## src/dab_packet_mode_deframer_top_macros.svh

```systemverilog
// assertion helpers shared by the deframer modules
`ifndef DAB_PACKET_MODE_DEFRAMER_TOP_MACROS_SVH
`define DAB_PACKET_MODE_DEFRAMER_TOP_MACROS_SVH

// same-cycle implication, disabled during reset
`define DABPM_ASSERT_IMPL(label, clk, rst_n, ante, cons) \
    label: assert property (@(posedge clk) disable iff (!rst_n) (ante) |-> (cons)) \
        else $error("assertion failed: same-cycle implication");

// next-cycle implication, disabled during reset
`define DABPM_ASSERT_NEXT(label, clk, rst_n, ante, cons) \
    label: assert property (@(posedge clk) disable iff (!rst_n) (ante) |=> (cons)) \
        else $error("assertion failed: next-cycle implication");

`endif

```

## src/dabpm_pkg.sv

```systemverilog
package dabpm_pkg;

    localparam int CFG_W = 21;

    // configuration register indexes
    localparam logic REG_PACKET_ADDRESS = 1'b0;
    localparam logic REG_GROUP_LIMIT    = 1'b1;

    localparam logic [15:0] CRC_POLY      = 16'h1021;
    localparam logic [15:0] CRC_INIT      = 16'hFFFF;
    localparam logic [2:0]  NONE_EXPECTED = 3'd4;
    localparam logic [20:0] LIMIT_RESET   = 21'd1048576;

    typedef enum logic [3:0] {
        VERDICT_CRC_BAD        = 4'd0,
        VERDICT_ADDR_MISMATCH  = 4'd1,
        VERDICT_COMMAND        = 4'd2,
        VERDICT_BAD_USEFUL_LEN = 4'd3,
        VERDICT_SINGLE_GROUP   = 4'd4,
        VERDICT_GROUP_START    = 4'd5,
        VERDICT_START_OVERSIZE = 4'd6,
        VERDICT_CONTINUED      = 4'd7,
        VERDICT_GROUP_DONE     = 4'd8,
        VERDICT_CONT_BREAK     = 4'd9,
        VERDICT_OVERFLOW       = 4'd10
    } verdict_t;

    typedef struct packed {
        logic [7:0] data_byte;
        logic       frame_last;
    } in_item_t;

    typedef struct packed {
        logic [3:0]  verdict;
        logic [6:0]  useful_length;
        logic [1:0]  continuity;
        logic [20:0] group_length;
    } out_item_t;

    // packet facts handed from the framer to the judge
    typedef struct packed {
        logic       done;
        logic       crc_ok;
        logic [1:0] ci;
        logic [1:0] fl;
        logic [9:0] addr;
        logic       cmd;
        logic [6:0] useful;
        logic [6:0] useful_max;
    } pkt_info_t;

    function automatic logic [6:0] pkt_last_index(input logic [1:0] code);
        logic [6:0] r;
        unique case (code)
            2'd0: r = 7'd23;
            2'd1: r = 7'd47;
            2'd2: r = 7'd71;
            2'd3: r = 7'd95;
            default: r = 7'd23;
        endcase
        return r;
    endfunction

    // crc-16 ccitt, one byte msb first
    function automatic logic [15:0] crc_byte(input logic [15:0] crc, input logic [7:0] b);
        logic [15:0] c;
        c = crc ^ {b, 8'h00};
        for (int k = 0; k < 8; k++) begin
            c = c[15] ? ({c[14:0], 1'b0} ^ CRC_POLY) : {c[14:0], 1'b0};
        end
        return c;
    endfunction

endpackage

```

## src/dab_packet_mode_deframer_top.sv

```systemverilog
// a byte request is registered in the input register, then judged into the result register
// throughput: one byte per cycle unless a stalled verdict holds the bytes, one verdict on
// the last byte of every complete packet; rate set by the combinational crc byte step and
// header/group logic between the two registers
// reset: asynchronous active low; clears byte position, group state, address 0, limit 1048576
module dab_packet_mode_deframer_top
    import dabpm_pkg::*;
(
    input  logic             clk,
    input  logic             rst_n,
    // byte stream
    input  logic             byte_valid,
    output logic             byte_ready,
    input  in_item_t         byte_item,
    // verdicts
    output logic             verdict_valid,
    input  logic             verdict_ready,
    output out_item_t        verdict_item,
    // configuration writes
    input  logic             cfg_we,
    input  logic             cfg_index,
    input  logic [CFG_W-1:0] cfg_data
);

`include "dab_packet_mode_deframer_top_macros.svh"

    // input register holding one byte request
    logic      s1_valid_reg, s1_valid_next;
    in_item_t  s1_item_reg;

    // result register
    logic      out_valid_reg, out_valid_next;
    out_item_t out_item_reg;

    logic      byte_accept;
    logic      advance;
    pkt_info_t info;
    out_item_t result;

    // the held byte moves on when the result slot is free or being emptied;
    // bytes that end no packet still wait behind a stalled verdict so order holds
    assign advance     = s1_valid_reg && (!out_valid_reg || verdict_ready);
    assign byte_ready  = !s1_valid_reg || advance;
    assign byte_accept = byte_valid && byte_ready;

    always_comb
    begin
        s1_valid_next = s1_valid_reg;
        if (byte_accept)
        begin
            s1_valid_next = 1'b1;
        end
        else if (advance)
        begin
            s1_valid_next = 1'b0;
        end

        out_valid_next = out_valid_reg;
        if (advance && info.done)
        begin
            out_valid_next = 1'b1;
        end
        else if (verdict_ready)
        begin
            out_valid_next = 1'b0;
        end
    end

    always_ff @(posedge clk or negedge rst_n)
    begin
        if (!rst_n)
        begin
            s1_valid_reg  <= 1'b0;
            out_valid_reg <= 1'b0;
        end
        else
        begin
            s1_valid_reg  <= s1_valid_next;
            out_valid_reg <= out_valid_next;
        end
    end

    always_ff @(posedge clk)
    begin
        if (byte_accept)
        begin
            s1_item_reg <= byte_item;
        end
        if (advance && info.done)
        begin
            out_item_reg <= result;
        end
    end

    // byte position, crc and header capture
    dabpm_frame u_frame (
        .clk     (clk),
        .rst_n   (rst_n),
        .advance (advance),
        .item    (s1_item_reg),
        .info    (info)
    );

    // filtering and data-group tracking
    dabpm_judge u_judge (
        .clk       (clk),
        .rst_n     (rst_n),
        .advance   (advance),
        .info      (info),
        .cfg_we    (cfg_we),
        .cfg_index (cfg_index),
        .cfg_data  (cfg_data),
        .result    (result)
    );

    assign verdict_valid = out_valid_reg;
    assign verdict_item  = out_item_reg;

    `DABPM_ASSERT_NEXT(a_done_gives_verdict, clk, rst_n, advance && info.done, out_valid_reg)
    `DABPM_ASSERT_NEXT(a_verdict_range, clk, rst_n, advance && info.done,
                       out_item_reg.verdict <= VERDICT_OVERFLOW)
    `DABPM_ASSERT_IMPL(a_no_advance_when_stalled, clk, rst_n,
                       out_valid_reg && !verdict_ready, !advance)

endmodule

```

## src/dabpm_frame.sv

```systemverilog
module dabpm_frame
    import dabpm_pkg::*;
(
    input  logic       clk,
    input  logic       rst_n,
    input  logic       advance,
    input  in_item_t   item,
    output pkt_info_t  info
);

`include "dab_packet_mode_deframer_top_macros.svh"

    logic [6:0]  idx_reg, idx_next;
    logic [1:0]  size_reg, size_next;
    logic [15:0] crc_reg, crc_next;
    logic [7:0]  tail_reg;
    logic [23:0] hdr_reg, hdr_next;

    logic        first;
    logic [1:0]  code;
    logic [6:0]  last_idx;
    logic [15:0] crc_base;
    logic [23:0] hdr_base;

    always_comb
    begin
        first    = (idx_reg == 7'd0);
        code     = first ? item.data_byte[7:6] : size_reg;
        last_idx = pkt_last_index(code);
        crc_base = first ? CRC_INIT : crc_reg;
        hdr_base = first ? 24'd0 : hdr_reg;
        size_next = code;

        // crc covers all but the two check bytes
        crc_next = (idx_reg < last_idx - 7'd1) ? crc_byte(crc_base, item.data_byte) : crc_base;
        hdr_next = (idx_reg < 7'd3) ? {hdr_base[15:0], item.data_byte} : hdr_base;

        info.done       = (idx_reg == last_idx);
        info.crc_ok     = ({tail_reg, item.data_byte} == ~crc_reg);
        info.ci         = hdr_reg[21:20];
        info.fl         = hdr_reg[19:18];
        info.addr       = {hdr_reg[17:16], hdr_reg[15:8]};
        info.cmd        = hdr_reg[7];
        info.useful     = hdr_reg[6:0];
        info.useful_max = last_idx - 7'd4;

        if (info.done || item.frame_last)
        begin
            idx_next = 7'd0;
        end
        else
        begin
            idx_next = idx_reg + 7'd1;
        end
    end

    always_ff @(posedge clk or negedge rst_n)
    begin
        if (!rst_n)
        begin
            idx_reg  <= 7'd0;
            size_reg <= 2'd0;
        end
        else if (advance)
        begin
            idx_reg  <= idx_next;
            size_reg <= size_next;
        end
    end

    always_ff @(posedge clk)
    begin
        if (advance)
        begin
            crc_reg  <= crc_next;
            tail_reg <= item.data_byte;
            hdr_reg  <= hdr_next;
        end
    end

    `DABPM_ASSERT_IMPL(a_idx_range, clk, rst_n, 1'b1, idx_reg <= 7'd95)
    `DABPM_ASSERT_NEXT(a_idx_wrap, clk, rst_n, advance && info.done, idx_reg == 7'd0)
    `DABPM_ASSERT_IMPL(a_idx_in_packet, clk, rst_n, idx_reg != 7'd0,
                       idx_reg <= pkt_last_index(size_reg))

endmodule

```

## src/dabpm_judge.sv

```systemverilog
module dabpm_judge
    import dabpm_pkg::*;
(
    input  logic             clk,
    input  logic             rst_n,
    input  logic             advance,
    input  pkt_info_t        info,
    input  logic             cfg_we,
    input  logic             cfg_index,
    input  logic [CFG_W-1:0] cfg_data,
    output out_item_t        result
);

`include "dab_packet_mode_deframer_top_macros.svh"

    logic        active_reg, active_next;
    logic [2:0]  exp_reg, exp_next;
    logic [20:0] count_reg, count_next;
    logic [9:0]  addr_reg;
    logic [20:0] limit_reg;

    logic [21:0] sum;
    logic        overflow;
    logic        start_fits;
    logic [2:0]  exp_after;
    verdict_t    verdict;
    logic [20:0] glen;

    always_comb
    begin
        sum        = {1'b0, count_reg} + {15'd0, info.useful};
        overflow   = sum > {1'b0, limit_reg};
        start_fits = {14'd0, info.useful} <= limit_reg;
        exp_after  = {1'b0, info.ci + 2'd1};

        active_next = active_reg;
        exp_next    = exp_reg;
        count_next  = count_reg;
        glen        = count_reg;
        verdict     = VERDICT_CRC_BAD;

        priority if (!info.crc_ok)
        begin
            verdict = VERDICT_CRC_BAD;
        end
        else if (info.addr == 10'd0 || info.addr != addr_reg)
        begin
            verdict = VERDICT_ADDR_MISMATCH;
        end
        else if (info.cmd)
        begin
            verdict = VERDICT_COMMAND;
        end
        else if (info.useful > info.useful_max)
        begin
            verdict = VERDICT_BAD_USEFUL_LEN;
        end
        else if (info.fl == 2'd3)
        begin
            verdict     = VERDICT_SINGLE_GROUP;
            glen        = {14'd0, info.useful};
            active_next = 1'b0;
            count_next  = 21'd0;
            exp_next    = exp_after;
        end
        else if (info.fl == 2'd2)
        begin
            verdict     = start_fits ? VERDICT_GROUP_START : VERDICT_START_OVERSIZE;
            count_next  = {14'd0, info.useful};
            glen        = {14'd0, info.useful};
            active_next = start_fits;
            exp_next    = exp_after;
        end
        else if (!active_reg || exp_reg != {1'b0, info.ci})
        begin
            verdict     = VERDICT_CONT_BREAK;
            active_next = 1'b0;
            count_next  = 21'd0;
            exp_next    = NONE_EXPECTED;
            glen        = 21'd0;
        end
        else if (overflow)
        begin
            verdict     = VERDICT_OVERFLOW;
            active_next = 1'b0;
            count_next  = 21'd0;
            exp_next    = exp_after;
            glen        = 21'd0;
        end
        else if (info.fl == 2'd1)
        begin
            verdict     = VERDICT_GROUP_DONE;
            glen        = sum[20:0];
            active_next = 1'b0;
            count_next  = 21'd0;
            exp_next    = exp_after;
        end
        else
        begin
            verdict    = VERDICT_CONTINUED;
            glen       = sum[20:0];
            count_next = sum[20:0];
            exp_next   = exp_after;
        end

        result.verdict       = verdict;
        result.useful_length = info.useful;
        result.continuity    = info.ci;
        result.group_length  = glen;
    end

    always_ff @(posedge clk or negedge rst_n)
    begin
        if (!rst_n)
        begin
            active_reg <= 1'b0;
            exp_reg    <= NONE_EXPECTED;
            count_reg  <= 21'd0;
        end
        else if (advance && info.done)
        begin
            active_reg <= active_next;
            exp_reg    <= exp_next;
            count_reg  <= count_next;
        end
    end

    always_ff @(posedge clk or negedge rst_n)
    begin
        if (!rst_n)
        begin
            addr_reg  <= 10'd0;
            limit_reg <= LIMIT_RESET;
        end
        else if (cfg_we)
        begin
            unique case (cfg_index)
                REG_PACKET_ADDRESS: addr_reg  <= cfg_data[9:0];
                REG_GROUP_LIMIT:    limit_reg <= cfg_data[20:0];
                default:            addr_reg  <= addr_reg;
            endcase
        end
    end

    `DABPM_ASSERT_IMPL(a_active_expects, clk, rst_n, active_reg, exp_reg != NONE_EXPECTED)
    `DABPM_ASSERT_IMPL(a_exp_range, clk, rst_n, 1'b1, exp_reg <= NONE_EXPECTED)
    `DABPM_ASSERT_NEXT(a_idle_hold, clk, rst_n, !(advance && info.done),
                       $stable(count_reg) && $stable(active_reg))

endmodule
```

## config.mk

```make
export PLATFORM = sky130hd
export DESIGN_NAME = dab_packet_mode_deframer_top
export DESIGN_NICKNAME = d
export VERILOG_FILES = /design/src/dabpm_pkg.sv /design/src/dab_packet_mode_deframer_top.sv /design/src/dabpm_frame.sv /design/src/dabpm_judge.sv
export VERILOG_INCLUDE_DIRS = /design/src /design/src/src
export SDC_FILE = /design/constraint.sdc
export NUM_CORES = 1
export LEC_CHECK = 0
export BUFFER_PORTS_ARGS = -buffer_cell sky130_fd_sc_hd__buf_2
export CAP_MARGIN = 5
export CELL_PAD_IN_SITES_DETAIL_PLACEMENT = 0
export CELL_PAD_IN_SITES_GLOBAL_PLACEMENT = 1
export CORE_MARGIN = 5
export CORE_UTILIZATION = 53
export DETAILED_ROUTE_END_ITERATION = 10
export PLACE_DENSITY = 0.92
export RECOVER_POWER = 50
export SLEW_MARGIN = 20
export SYNTH_ARGS = -nofsm -noshare
export SYNTH_HDL_FRONTEND = slang
export SYNTH_HIERARCHICAL = 1
export SYNTH_SLANG_ARGS = --single-unit
```

## constraint.sdc

```tcl
create_clock -name clk -period 10.6 [get_ports clk]
set_input_delay 1.59 -clock clk [delete_from_list [all_inputs] [get_ports clk]]
set_output_delay 1.59 -clock clk [all_outputs]
set_load 0.02 [all_outputs]
```

==> flow_summary.html, run 1 <==
<table>
<tr><th>Metric</th><th>Value</th></tr>
<tr><th colspan="2">Global routing</th></tr>
<tr><td>Number of global-route vias before repair</td><td>around 6,400</td></tr>
<tr><td>First-pass GRT wire length</td><td>between 30 and 40 mm</td></tr>
<tr><td>Total Routing Usage GR</td><td>roughly 21%</td></tr>
<tr><td>Pin count of the biggest net entering global routing</td><td>68</td></tr>
<tr><td>Total gr overflow</td><td>0</td></tr>
<tr><td>Antenna violations before repair</td><td>0</td></tr>
<tr><th colspan="2">Detailed routing</th></tr>
<tr><td>Aggregate routed wire length</td><td>between 20 and 25 mm</td></tr>
<tr><td>DRT Pass-1 Iters</td><td>5</td></tr>
<tr><td>Via density</td><td>5.83</td></tr>
<tr><td>Drt drc</td><td>0</td></tr>
<tr><td>Post-route antenna net violation count</td><td>0</td></tr>
<tr><td>Overall via count from detail_route</td><td>~6,500</td></tr>
<tr><td>DR WL/cell</td><td>between 15 and 20 µm</td></tr>
<tr><td>Initial drt markers</td><td>around 530</td></tr>
<tr><th colspan="2">Final layout</th></tr>
<tr><td>Number of diodes</td><td>0</td></tr>
<tr><td>Number of fill cells in the layout</td><td>1,441</td></tr>
<tr><td>Layout area overhead</td><td>9.79%</td></tr>
<tr><td>Ratio of cells with drive above 1 in the final layout</td><td>between 10% and 20%</td></tr>
<tr><td>NumNets Final</td><td>970</td></tr>
<tr><td>Final non-filler cell total</td><td>~1,100</td></tr>
<tr><td>Summed area of non-filler cells in the final layout</td><td>slightly above 10,000 µm²</td></tr>
<tr><td>Max FFs per register</td><td>34</td></tr>
<tr><th colspan="2">CTS</th></tr>
<tr><td>Inserted Clock Buffers</td><td>17</td></tr>
<tr><td>Setup bufs post-CTS</td><td>0</td></tr>
<tr><td>Clk_lat worst skew</td><td>0.43 ns</td></tr>
<tr><td>CTS tree</td><td>yes</td></tr>
<tr><td>Number of clock sinks</td><td>between 150 and 200</td></tr>
<tr><td>PostCTS Resize Cnt</td><td>0</td></tr>
<tr><td>Cts hold-fix bufs</td><td>0</td></tr>
<tr><td>Maximum level of the CTS H-tree</td><td>4</td></tr>
<tr><td>Reg clk slew, reported paths</td><td>around 0.06 ns</td></tr>
<tr><td>Clock Path Buffers</td><td>2</td></tr>
<tr><td>Clock Tree Root</td><td>sky130_fd_sc_hd__clkbuf_16</td></tr>
<tr><th colspan="2">STA</th></tr>
<tr><td>Total count of max-transition violations in the final report</td><td>between 100 and 150</td></tr>
<tr><td>Tightest Pin Transition</td><td>between 3 and 4 ns</td></tr>
<tr><td>Total of endpoints with negative setup slack in the final report</td><td>0</td></tr>
<tr><td>Number of hold violations in the final report</td><td>0</td></tr>
<tr><td>Highest clock rate</td><td>0.134 GHz</td></tr>
<tr><td>Clock period minus final worst setup slack</td><td>between 7 and 8 ns</td></tr>
<tr><td>Summed negative setup slack over all endpoints</td><td>0 ns</td></tr>
<tr><td>Setup repair after global routing missed its margin</td><td>no</td></tr>
<tr><td>Part of the cycle the worst path needs</td><td>just over 70%</td></tr>
<tr><td>Worst-case clock skew</td><td>0.00936 ns</td></tr>
<tr><td>Rel. slew slack</td><td>-159%</td></tr>
<tr><th colspan="2">Worst setup path</th></tr>
<tr><td>Required time of the critical path</td><td>~11 ns</td></tr>
<tr><td>CP Max Fanout</td><td>24</td></tr>
<tr><td>Critical path launch point type</td><td>flip-flop</td></tr>
<tr><td>Cell Chain, Critical Path</td><td>nor4_1 &gt; and2_1 &gt; mux2i_1 &gt; inv_1 &gt; ha_1 &gt; inv_1 &gt; ha_1 &gt; a211oi_1 &gt; nor2_1 &gt; o41ai_1 &gt; and3_1 &gt; nand2_1 &gt; or2_1 &gt; o21ai_2</td></tr>
<tr><td>Combined buffer and inverter count along the critical path</td><td>2</td></tr>
<tr><td>Dominant delay contributor by cell family on the critical path</td><td>simple AND/OR/NAND/NOR gates</td></tr>
<tr><td>Critical-path cell with the highest stage delay</td><td>sky130_fd_sc_hd__nor4_1</td></tr>
<tr><td>Endpoint of the worst register-to-register path</td><td>u_judge/count_reg[12]$_DFFE_PN0P_</td></tr>
<tr><td>Highest cell delay on the worst timing path</td><td>about 1.7 ns</td></tr>
<tr><td>Worst setup slack for register-to-register paths</td><td>around 3.1 ns</td></tr>
<tr><td>Crit Path Class</td><td>reg2reg</td></tr>
<tr><td>Worst reg-to-reg path cell count</td><td>14</td></tr>
<tr><td>Worst Setup End Kind</td><td>flip-flop</td></tr>
<tr><td>Signal arrival time at the worst endpoint</td><td>approximately 7.8 ns</td></tr>
<tr><td>Startpoint of the worst register-to-register path</td><td>u_frame/idx_reg[4]$_DFFE_PN0P_</td></tr>
<tr><th colspan="2">Die</th></tr>
<tr><td>Starting utilization of the core area</td><td>between 50 and 60%</td></tr>
<tr><td>Row Count</td><td>48</td></tr>
<tr><td>Core area</td><td>approximately 17,000 µm²</td></tr>
<tr><td>DIE HEIGHT</td><td>between 100 and 150 µm</td></tr>
<tr><td>Die X</td><td>142 µm</td></tr>
<tr><td>Area of the die</td><td>20,200 µm²</td></tr>
<tr><td>I/O pin cnt</td><td>72</td></tr>
<tr><th colspan="2">Place</th></tr>
<tr><td>Gp weighted congestion</td><td>0.869</td></tr>
<tr><td>Area after DPL</td><td>9590 µm²</td></tr>
<tr><td>Placed insts</td><td>between 1,000 and 1,500</td></tr>
<tr><td>Quantity of I/O buffers inserted on ports</td><td>between 70 and 80</td></tr>
<tr><td>Final HPWL from detailed placement</td><td>15.0 mm</td></tr>
<tr><th colspan="2">Flow run</th></tr>
<tr><td># Max-Cap Violations</td><td>3</td></tr>
<tr><th colspan="2">Min path</th></tr>
<tr><td>Count of cells along the worst hold path</td><td>2</td></tr>
<tr><td>Worst hold path class</td><td>reg2reg</td></tr>
<tr><td>Hold path start</td><td>u_judge/exp_reg[2]$_DFFE_PN1P_</td></tr>
<tr><td>Sink of the worst hold path</td><td>u_judge/exp_reg[2]$_DFFE_PN1P_</td></tr>
<tr><th colspan="2">Synthesis</th></tr>
<tr><td>Most frequent cells after synthesis</td><td>sky130_fd_sc_hd__edfxtp_1 (89), sky130_fd_sc_hd__dfrtp_1 (65), sky130_fd_sc_hd__nand2_1 (64)</td></tr>
<tr><td>Sequential share of the synthesized area</td><td>roughly 47%</td></tr>
<tr><td>Synthesized area</td><td>9240 µm²</td></tr>
<tr><td>Yosys top cell by area</td><td>sky130_fd_sc_hd__edfxtp_1</td></tr>
<tr><td>Number of synthesized flops with an enable pin</td><td>between 80 and 90</td></tr>
<tr><td>Area share of the leading cell type in the synthesized netlist</td><td>between 20% and 30%</td></tr>
<tr><td>Post-synthesis area per instance</td><td>between 10 and 15 µm²</td></tr>
<tr><td>Synth Flop Type</td><td>sky130_fd_sc_hd__edfxtp_1</td></tr>
<tr><td>Post-synth cell types</td><td>80</td></tr>
<tr><td>Mapped Cells</td><td>840</td></tr>
<tr><td>Syn. warnings</td><td>6</td></tr>
<tr><td>Most numerous cell in the Yosys netlist</td><td>sky130_fd_sc_hd__edfxtp_1</td></tr>
<tr><td>Cells taking the most area after synthesis</td><td>sky130_fd_sc_hd__edfxtp_1 (29%), sky130_fd_sc_hd__dfrtp_1 (18%), sky130_fd_sc_hd__ha_1 (6.5%), sky130_fd_sc_hd__xnor2_1 (3.8%), sky130_fd_sc_hd__mux2_2 (3.8%)</td></tr>
<tr><td>Async S/R FF share, synth</td><td>between 40% and 50%</td></tr>
<tr><td>Flip-flop and latch count after synthesis</td><td>around 160</td></tr>
<tr><th colspan="2">Power</th></tr>
<tr><td>VDD IR max</td><td>~0.00013 V</td></tr>
<tr><td>Power density relative to cell area</td><td>between 150 and 200 nW/µm²</td></tr>
<tr><td>Leakage power figure</td><td>approximately 4.2 nW</td></tr>
<tr><th colspan="2">Run status</th></tr>
<tr><td>Violated checks</td><td>max-capacitance violations, max-slew violations</td></tr>
<tr><td>Run status</td><td>finished, violations left</td></tr>
</table>
how the worst max path moves through the flow:
| stage | endpoint | slack (ns) | start | cells after the start |
|---|---|---|---|---|
| 3_5_place_dp | u_judge/count_reg[12]$_DFFE_PN0P_ | 4.04 | u_frame/idx_reg[1]$_DFFE_PN0P_ | 16 |
| 6_report | u_judge/count_reg[12]$_DFFE_PN0P_ | 3.12 | u_frame/idx_reg[4]$_DFFE_PN0P_ | 14 |
| 5_1_grt | u_judge/count_reg[20]$_DFFE_PN0P_ | 2.57 | u_frame/idx_reg[4]$_DFFE_PN0P_ | 14 |
| 4_1_cts | u_judge/count_reg[12]$_DFFE_PN0P_ | 4.00 | u_frame/idx_reg[1]$_DFFE_PN0P_ | 16 |
| 3_3_place_gp | u_judge/count_reg[15]$_DFFE_PN0P_ | 4.35 | u_frame/idx_reg[1]$_DFFE_PN0P_ | 16 |
| 2_1_floorplan | verdict_item[0]$_DFFE_PP_ | 6.08 | u_frame/idx_reg[1]$_DFFE_PN0P_ | 15 |
cell families (layout without fill, tap and decap cells):
| family | after synthesis | count (layout) | share of synthesized area, % |
|---|---|---|---|
| AND/OR/NAND/NOR | 231 | 231 | 13.2 |
| AO/OA/AOI/OAI | 182 | 182 | 14.8 |
| flip-flops | 156 | 156 | 47.1 |
| buffers and inverters | 108 | 165 | 5.89 |
| XOR/XNOR | 77 | 77 | 7.95 |
| adder cells (fa/ha/maj) | 49 | 49 | 6.72 |
| multiplexers | 35 | 35 | 4.21 |
| other | 2 | 3 | 0.0813 |
layout make-up:
| cell class | instances | area (µm²) | share of cell area [%] |
|---|---|---|---|
| well taps | 225 | 282 | 2.77 |
| flip-flops and latches | 156 | 4350 | 42.9 |
| clock inverters | 15 | 174 | 1.71 |
| repair buffers | 74 | 367 | 3.61 |
| inverters | 59 | 221 | 2.18 |
| multi-input cells | 577 | 4330 | 42.6 |
| clock buffers | 17 | 425 | 4.19 |
cells in the final DEF (no fill, tap or decap), types with 4 or more instances in the layout:
master / count
sky130_fd_sc_hd__and4_1: 4
sky130_fd_sc_hd__xnor2_1: 40
sky130_fd_sc_hd__clkinv_4: 6
sky130_fd_sc_hd__and2_0: 6
sky130_fd_sc_hd__o21ai_0: 17
sky130_fd_sc_hd__a21oi_2: 4
sky130_fd_sc_hd__a22o_1: 16
sky130_fd_sc_hd__a211oi_1: 6
sky130_fd_sc_hd__o2bb2ai_1: 5
sky130_fd_sc_hd__clkbuf_1: 5
sky130_fd_sc_hd__nand3_1: 18
sky130_fd_sc_hd__a21o_1: 6
sky130_fd_sc_hd__a31oi_1: 7
sky130_fd_sc_hd__a21oi_1: 41
sky130_fd_sc_hd__o221ai_1: 4
sky130_fd_sc_hd__and3_1: 8
sky130_fd_sc_hd__nand2b_1: 4
sky130_fd_sc_hd__nand4_1: 20
sky130_fd_sc_hd__o21ai_2: 9
sky130_fd_sc_hd__nor2b_1: 6
sky130_fd_sc_hd__nor2_1: 49
sky130_fd_sc_hd__nor3_1: 9
sky130_fd_sc_hd__mux2i_1: 4
sky130_fd_sc_hd__buf_2: 68
sky130_fd_sc_hd__a32oi_1: 4
sky130_fd_sc_hd__clkbuf_16: 17
sky130_fd_sc_hd__xor2_1: 32
sky130_fd_sc_hd__a2bb2oi_1: 8
sky130_fd_sc_hd__inv_1: 59
sky130_fd_sc_hd__mux2_2: 31
sky130_fd_sc_hd__ha_1: 48
sky130_fd_sc_hd__o21a_1: 10
sky130_fd_sc_hd__nand2_1: 65
sky130_fd_sc_hd__dfrtp_1: 65
sky130_fd_sc_hd__and2_1: 9
sky130_fd_sc_hd__edfxtp_1: 89
sky130_fd_sc_hd__o31ai_1: 14
sky130_fd_sc_hd__nor4_1: 9
through the flow:
step / hold WS [ns] / power [mW] / utilization (%) / setup WS, ns
2_1_floorplan: 0.421 / 1.29 / - / 6.08
3_3_place_gp: 0.442 / 1.39 / 55.8 / 4.35
3_5_place_dp: 0.446 / 1.41 / 55.8 / 4.04
4_1_cts: 0.455 / 2.03 / 59.3 / 4.00
5_1_grt: 0.486 / 2.13 / 59.1 / 2.57
6_report: 0.456 / 2.02 / 59.1 / 3.12
worst register-to-register path: cells and delay by family (launching register included):
kind	cells	cell delay (ns)
and+or+nand+nor	6	4.72
DFF	1	0.45
buffers and inverters	2	0.17
adders and majority gates	2	0.69
AOI/OAI and AO/OA	3	0.98
muxes	1	0.40
power by group:
part	switching, mW	total, mW	leakage [nW]	internal (mW)
logic	0.300	0.551	2.27	0.251
clock network	0.248	0.618	0.296	0.370
registers	0.104	0.852	1.64	0.748
total	0.652	2.02	4.21	1.37
per-layer routing:
metal / up-vias / part of all wire (%) / global-route usage [%]
li1: 3123 / - / -
met1: 3182 / 47 / 30.6
met2: 215 / 46 / 33.4
met3: 24 / 5.8 / 3.83
met4: 0 / 1.4 / 6.97
met5: - / 0 / 0
No activity file was read; power rests on OpenSTA's default activity.
==> inputs of run 2 (changes only) <==
--- a/config.mk
+++ b/config.mk
@@ -11,9 +11,9 @@
 export CELL_PAD_IN_SITES_DETAIL_PLACEMENT = 0
 export CELL_PAD_IN_SITES_GLOBAL_PLACEMENT = 1
 export CORE_MARGIN = 5
-export CORE_UTILIZATION = 53
+export CORE_UTILIZATION = 44
 export DETAILED_ROUTE_END_ITERATION = 10
-export PLACE_DENSITY = 0.92
+export PLACE_DENSITY = 0.82
 export RECOVER_POWER = 50
 export SLEW_MARGIN = 20
 export SYNTH_ARGS = -nofsm -noshare
==> constraint.sdc (replaced) <==
create_clock -name clk -period 6.5 [get_ports clk]
set_input_delay 0.975 -clock clk [delete_from_list [all_inputs] [get_ports clk]]
set_output_delay 0.975 -clock clk [all_outputs]
set_load 0.02 [all_outputs]
==> run 2 against run 1 <==
Against the previous run: the flow still finishes with violations (max-capacitance violations, max-slew violations); non-clock buffer count up 4; final cell count up 4.8%; sequential share of layout area down 0.49 points; register-to-register slack worse by 2.1 ns; hold slack better by 0.014 ns; setup slack worse by 2.1 ns; count of clock-buffer cells in the layout up 5; critical path depth up 1; cell area up 1.2%; first-iteration DRC count up 6.8%; clock power up 63%.
==> flow_summary.html, run 2 (synthesis results as in run 1) <==
<table>
<tr><th>Metric</th><th>Value</th></tr>
<tr><th colspan="2">STA</th></tr>
<tr><td>Clock period minus final worst setup slack</td><td>5.48 ns</td></tr>
<tr><td>Rel. slew slack</td><td>-164%</td></tr>
<tr><td>Tightest Pin Transition</td><td>slightly below 4 ns</td></tr>
<tr><td>Total count of max-transition violations in the final report</td><td>124</td></tr>
<tr><td>Worst-case clock skew</td><td>between 0.01 and 0.015 ns</td></tr>
<tr><td>Number of hold violations in the final report</td><td>0</td></tr>
<tr><td>Total of endpoints with negative setup slack in the final report</td><td>0</td></tr>
<tr><td>Summed negative setup slack over all endpoints</td><td>0 ns</td></tr>
<tr><td>Highest clock rate</td><td>between 0.15 and 0.2 GHz</td></tr>
<tr><td>Final hold slack</td><td>about 0.47 ns</td></tr>
<tr><td>Part of the cycle the worst path needs</td><td>84.3%</td></tr>
<tr><td>Setup repair after global routing missed its margin</td><td>no</td></tr>
<tr><th colspan="2">Detailed routing</th></tr>
<tr><td>Post-route antenna net violation count</td><td>0</td></tr>
<tr><td>DRT Pass-1 Iters</td><td>5</td></tr>
<tr><td>Drt drc</td><td>0</td></tr>
<tr><td>Initial drt markers</td><td>around 570</td></tr>
<tr><td>Aggregate routed wire length</td><td>approximately 21 mm</td></tr>
<tr><td>Overall via count from detail_route</td><td>around 6,500</td></tr>
<tr><td>DR WL/cell</td><td>between 15 and 20 µm</td></tr>
<tr><td>Via density</td><td>between 5 and 6</td></tr>
<tr><th colspan="2">Die</th></tr>
<tr><td>DIE HEIGHT</td><td>roughly 150 µm</td></tr>
<tr><td>Area of the die</td><td>24,000 µm²</td></tr>
<tr><td>Die X</td><td>about 150 µm</td></tr>
<tr><td>Row Count</td><td>53</td></tr>
<tr><td>I/O pin cnt</td><td>72</td></tr>
<tr><td>Starting utilization of the core area</td><td>about 44%</td></tr>
<tr><td>Core area</td><td>20,800 µm²</td></tr>
<tr><th colspan="2">Worst setup path</th></tr>
<tr><td>Worst reg-to-reg path cell count</td><td>15</td></tr>
<tr><td>Crit Path Class</td><td>reg2reg</td></tr>
<tr><td>Required time of the critical path</td><td>just under 7 ns</td></tr>
<tr><td>Startpoint of the worst register-to-register path</td><td>u_frame/idx_reg[4]$_DFFE_PN0P_</td></tr>
<tr><td>Endpoint of the worst register-to-register path</td><td>u_judge/count_reg[1]$_DFFE_PN0P_</td></tr>
<tr><td>Critical path launch point type</td><td>flip-flop</td></tr>
<tr><td>Signal arrival time at the worst endpoint</td><td>between 5 and 6 ns</td></tr>
<tr><td>CP Max Fanout</td><td>20</td></tr>
<tr><td>Worst Setup SP</td><td>u_frame/idx_reg[4]$_DFFE_PN0P_</td></tr>
<tr><td>Worst setup slack for register-to-register paths</td><td>just over 1 ns</td></tr>
<tr><td>Worst Setup End Kind</td><td>flip-flop</td></tr>
<tr><th colspan="2">Final layout</th></tr>
<tr><td>Ratio of cells with drive above 1 in the final layout</td><td>roughly 20%</td></tr>
<tr><td>NumNets Final</td><td>just under 1,000</td></tr>
<tr><td>Max FFs per register</td><td>34</td></tr>
<tr><td>Area used by multi-input combinational logic</td><td>roughly 4300 µm²</td></tr>
<tr><td>Final standard cell utilization of the core</td><td>between 40% and 50%</td></tr>
<tr><td>Number of diodes</td><td>0</td></tr>
<tr><td>Summed area of non-filler cells in the final layout</td><td>roughly 10,000 µm²</td></tr>
<tr><td>Number of fill cells in the layout</td><td>1,954</td></tr>
<tr><td>Highest-count cells in the layout ignoring fill and taps</td><td>sky130_fd_sc_hd__edfxtp_1 (89), sky130_fd_sc_hd__buf_2 (66), sky130_fd_sc_hd__dfrtp_1 (65)</td></tr>
<tr><td>Layout area overhead</td><td>11.1%</td></tr>
<tr><td>Commonest non-fill, non-tap cell in the layout</td><td>sky130_fd_sc_hd__edfxtp_1</td></tr>
<tr><td>Sequential cell area</td><td>4350 µm²</td></tr>
<tr><th colspan="2">Place</th></tr>
<tr><td>Final HPWL from detailed placement</td><td>roughly 15 mm</td></tr>
<tr><td>Quantity of I/O buffers inserted on ports</td><td>between 70 and 80</td></tr>
<tr><td>Area after DPL</td><td>just under 10,000 µm²</td></tr>
<tr><td>Gp weighted congestion</td><td>between 0.8 and 0.9</td></tr>
<tr><th colspan="2">Global routing</th></tr>
<tr><td>Number of global-route vias before repair</td><td>6,447</td></tr>
<tr><td>Total gr overflow</td><td>0</td></tr>
<tr><td>Met1 usage in global routing</td><td>between 20% and 30%</td></tr>
<tr><td>Pin count of the biggest net entering global routing</td><td>68</td></tr>
<tr><td>Grt peak-use layer</td><td>met2</td></tr>
<tr><td>First-pass GRT wire length</td><td>~35 mm</td></tr>
<tr><td>Met3 usage</td><td>under 10%</td></tr>
<tr><td>Antenna violations before repair</td><td>0</td></tr>
<tr><td>Total Routing Usage GR</td><td>roughly 18%</td></tr>
<tr><td>Met2 usage in global routing</td><td>between 20 and 30%</td></tr>
<tr><th colspan="2">CTS</th></tr>
<tr><td>PostCTS Resize Cnt</td><td>0</td></tr>
<tr><td>Maximum level of the CTS H-tree</td><td>4</td></tr>
<tr><td>Reg clk slew, reported paths</td><td>0.07 ns</td></tr>
<tr><td>Number of clock sinks</td><td>around 160</td></tr>
<tr><td>Clock Path Buffers</td><td>2</td></tr>
<tr><td>Setup bufs post-CTS</td><td>0</td></tr>
<tr><td>CTS tree</td><td>yes</td></tr>
<tr><td>Clock Tree Root</td><td>sky130_fd_sc_hd__clkbuf_16</td></tr>
<tr><td>Inserted Clock Buffers</td><td>17</td></tr>
<tr><td>Cts hold-fix bufs</td><td>0</td></tr>
<tr><td>Clk_lat worst skew</td><td>0.43 ns</td></tr>
<tr><th colspan="2">Power</th></tr>
<tr><td>VDD IR max</td><td>about 0.00015 V</td></tr>
<tr><td>Leakage power figure</td><td>4.24 nW</td></tr>
<tr><td>Power density relative to cell area</td><td>roughly 320 nW/µm²</td></tr>
<tr><td>Total design power</td><td>roughly 3.3 mW</td></tr>
<tr><th colspan="2">Run status</th></tr>
<tr><td>Run status</td><td>finished, violations left</td></tr>
<tr><td>Violated checks</td><td>max-capacitance violations, max-slew violations</td></tr>
<tr><th colspan="2">Flow run</th></tr>
<tr><td># Max-Cap Violations</td><td>2</td></tr>
<tr><th colspan="2">Min path</th></tr>
<tr><td>Count of cells along the worst hold path</td><td>2</td></tr>
<tr><td>Hold path start</td><td>u_judge/exp_reg[2]$_DFFE_PN1P_</td></tr>
<tr><td>Sink of the worst hold path</td><td>u_judge/exp_reg[2]$_DFFE_PN1P_</td></tr>
<tr><td>Worst hold path class</td><td>reg2reg</td></tr>
</table>
==> run 2: changes by cell type in the layout (fill, tap and decap cells not counted), moves of 4 or more <==
cell / change
sky130_fd_sc_hd__and2_0: -5
sky130_fd_sc_hd__and2_1: +5
sky130_fd_sc_hd__clkinv_4: -4
sky130_fd_sc_hd__inv_6: +4
==> run 2: layer usage <==
metal | up-vias | share of wire, %
met4 | 0 | 0.88
met3 | 15 | 5.0
met1 | 3119 | 47
li1 | 3135 | -
met5 | - | 0
met2 | 191 | 47
==> run 2: how the worst max path moves through the flow <==
stage,to
after floorplan,verdict_item[0]$_DFFE_PP_
after global placement,u_judge/count_reg[18]$_DFFE_PN0P_
after detailed placement,u_judge/count_reg[15]$_DFFE_PN0P_
after CTS,u_judge/count_reg[1]$_DFFE_PN0P_
after global routing,u_judge/count_reg[12]$_DFFE_PN0P_
final,u_judge/count_reg[1]$_DFFE_PN0P_
==> run 2: final cells by class <==
type                       count  share of cell area (%)
sequential                   156                    42.4
tap                          275                    3.35
clock inverter                10                   0.829
timing repair buffer          78                    3.80
clock buffer                  22                    5.14
inverter                      59                    2.16
multi-input combinational    577                    42.3
==> run 2: stage by stage <==
step           instances  setup WS, ns
2_1_floorplan        841          1.98
6_report            1177          1.02
5_1_grt             1177         0.537
3_3_place_gp        1145          1.15
3_5_place_dp        1145          1.08
4_1_cts             1177          1.02
==> run 2: worst max-delay path: stages (launching register included) <==
cell                       delay, ns
sky130_fd_sc_hd__dfrtp_1        0.47
sky130_fd_sc_hd__nor4_4         0.77
sky130_fd_sc_hd__and2_1         0.48
sky130_fd_sc_hd__mux2i_1        0.33
sky130_fd_sc_hd__inv_1          0.09
sky130_fd_sc_hd__ha_1           0.36
sky130_fd_sc_hd__inv_1          0.06
sky130_fd_sc_hd__ha_1           0.31
sky130_fd_sc_hd__a211oi_1       0.21
sky130_fd_sc_hd__nor2_1         0.10
sky130_fd_sc_hd__o41ai_1        0.50
sky130_fd_sc_hd__and3_1         0.24
sky130_fd_sc_hd__buf_4          0.24
sky130_fd_sc_hd__nand2_1        0.44
sky130_fd_sc_hd__or2_1          0.58
sky130_fd_sc_hd__o21ai_2        0.19
==> run 2: report_power, final <==
group | total [mW] | switching, mW | internal (mW)
combinational | 0.896 | 0.482 | 0.415
clock | 1.01 | 0.425 | 0.589
sequential | 1.39 | 0.168 | 1.22
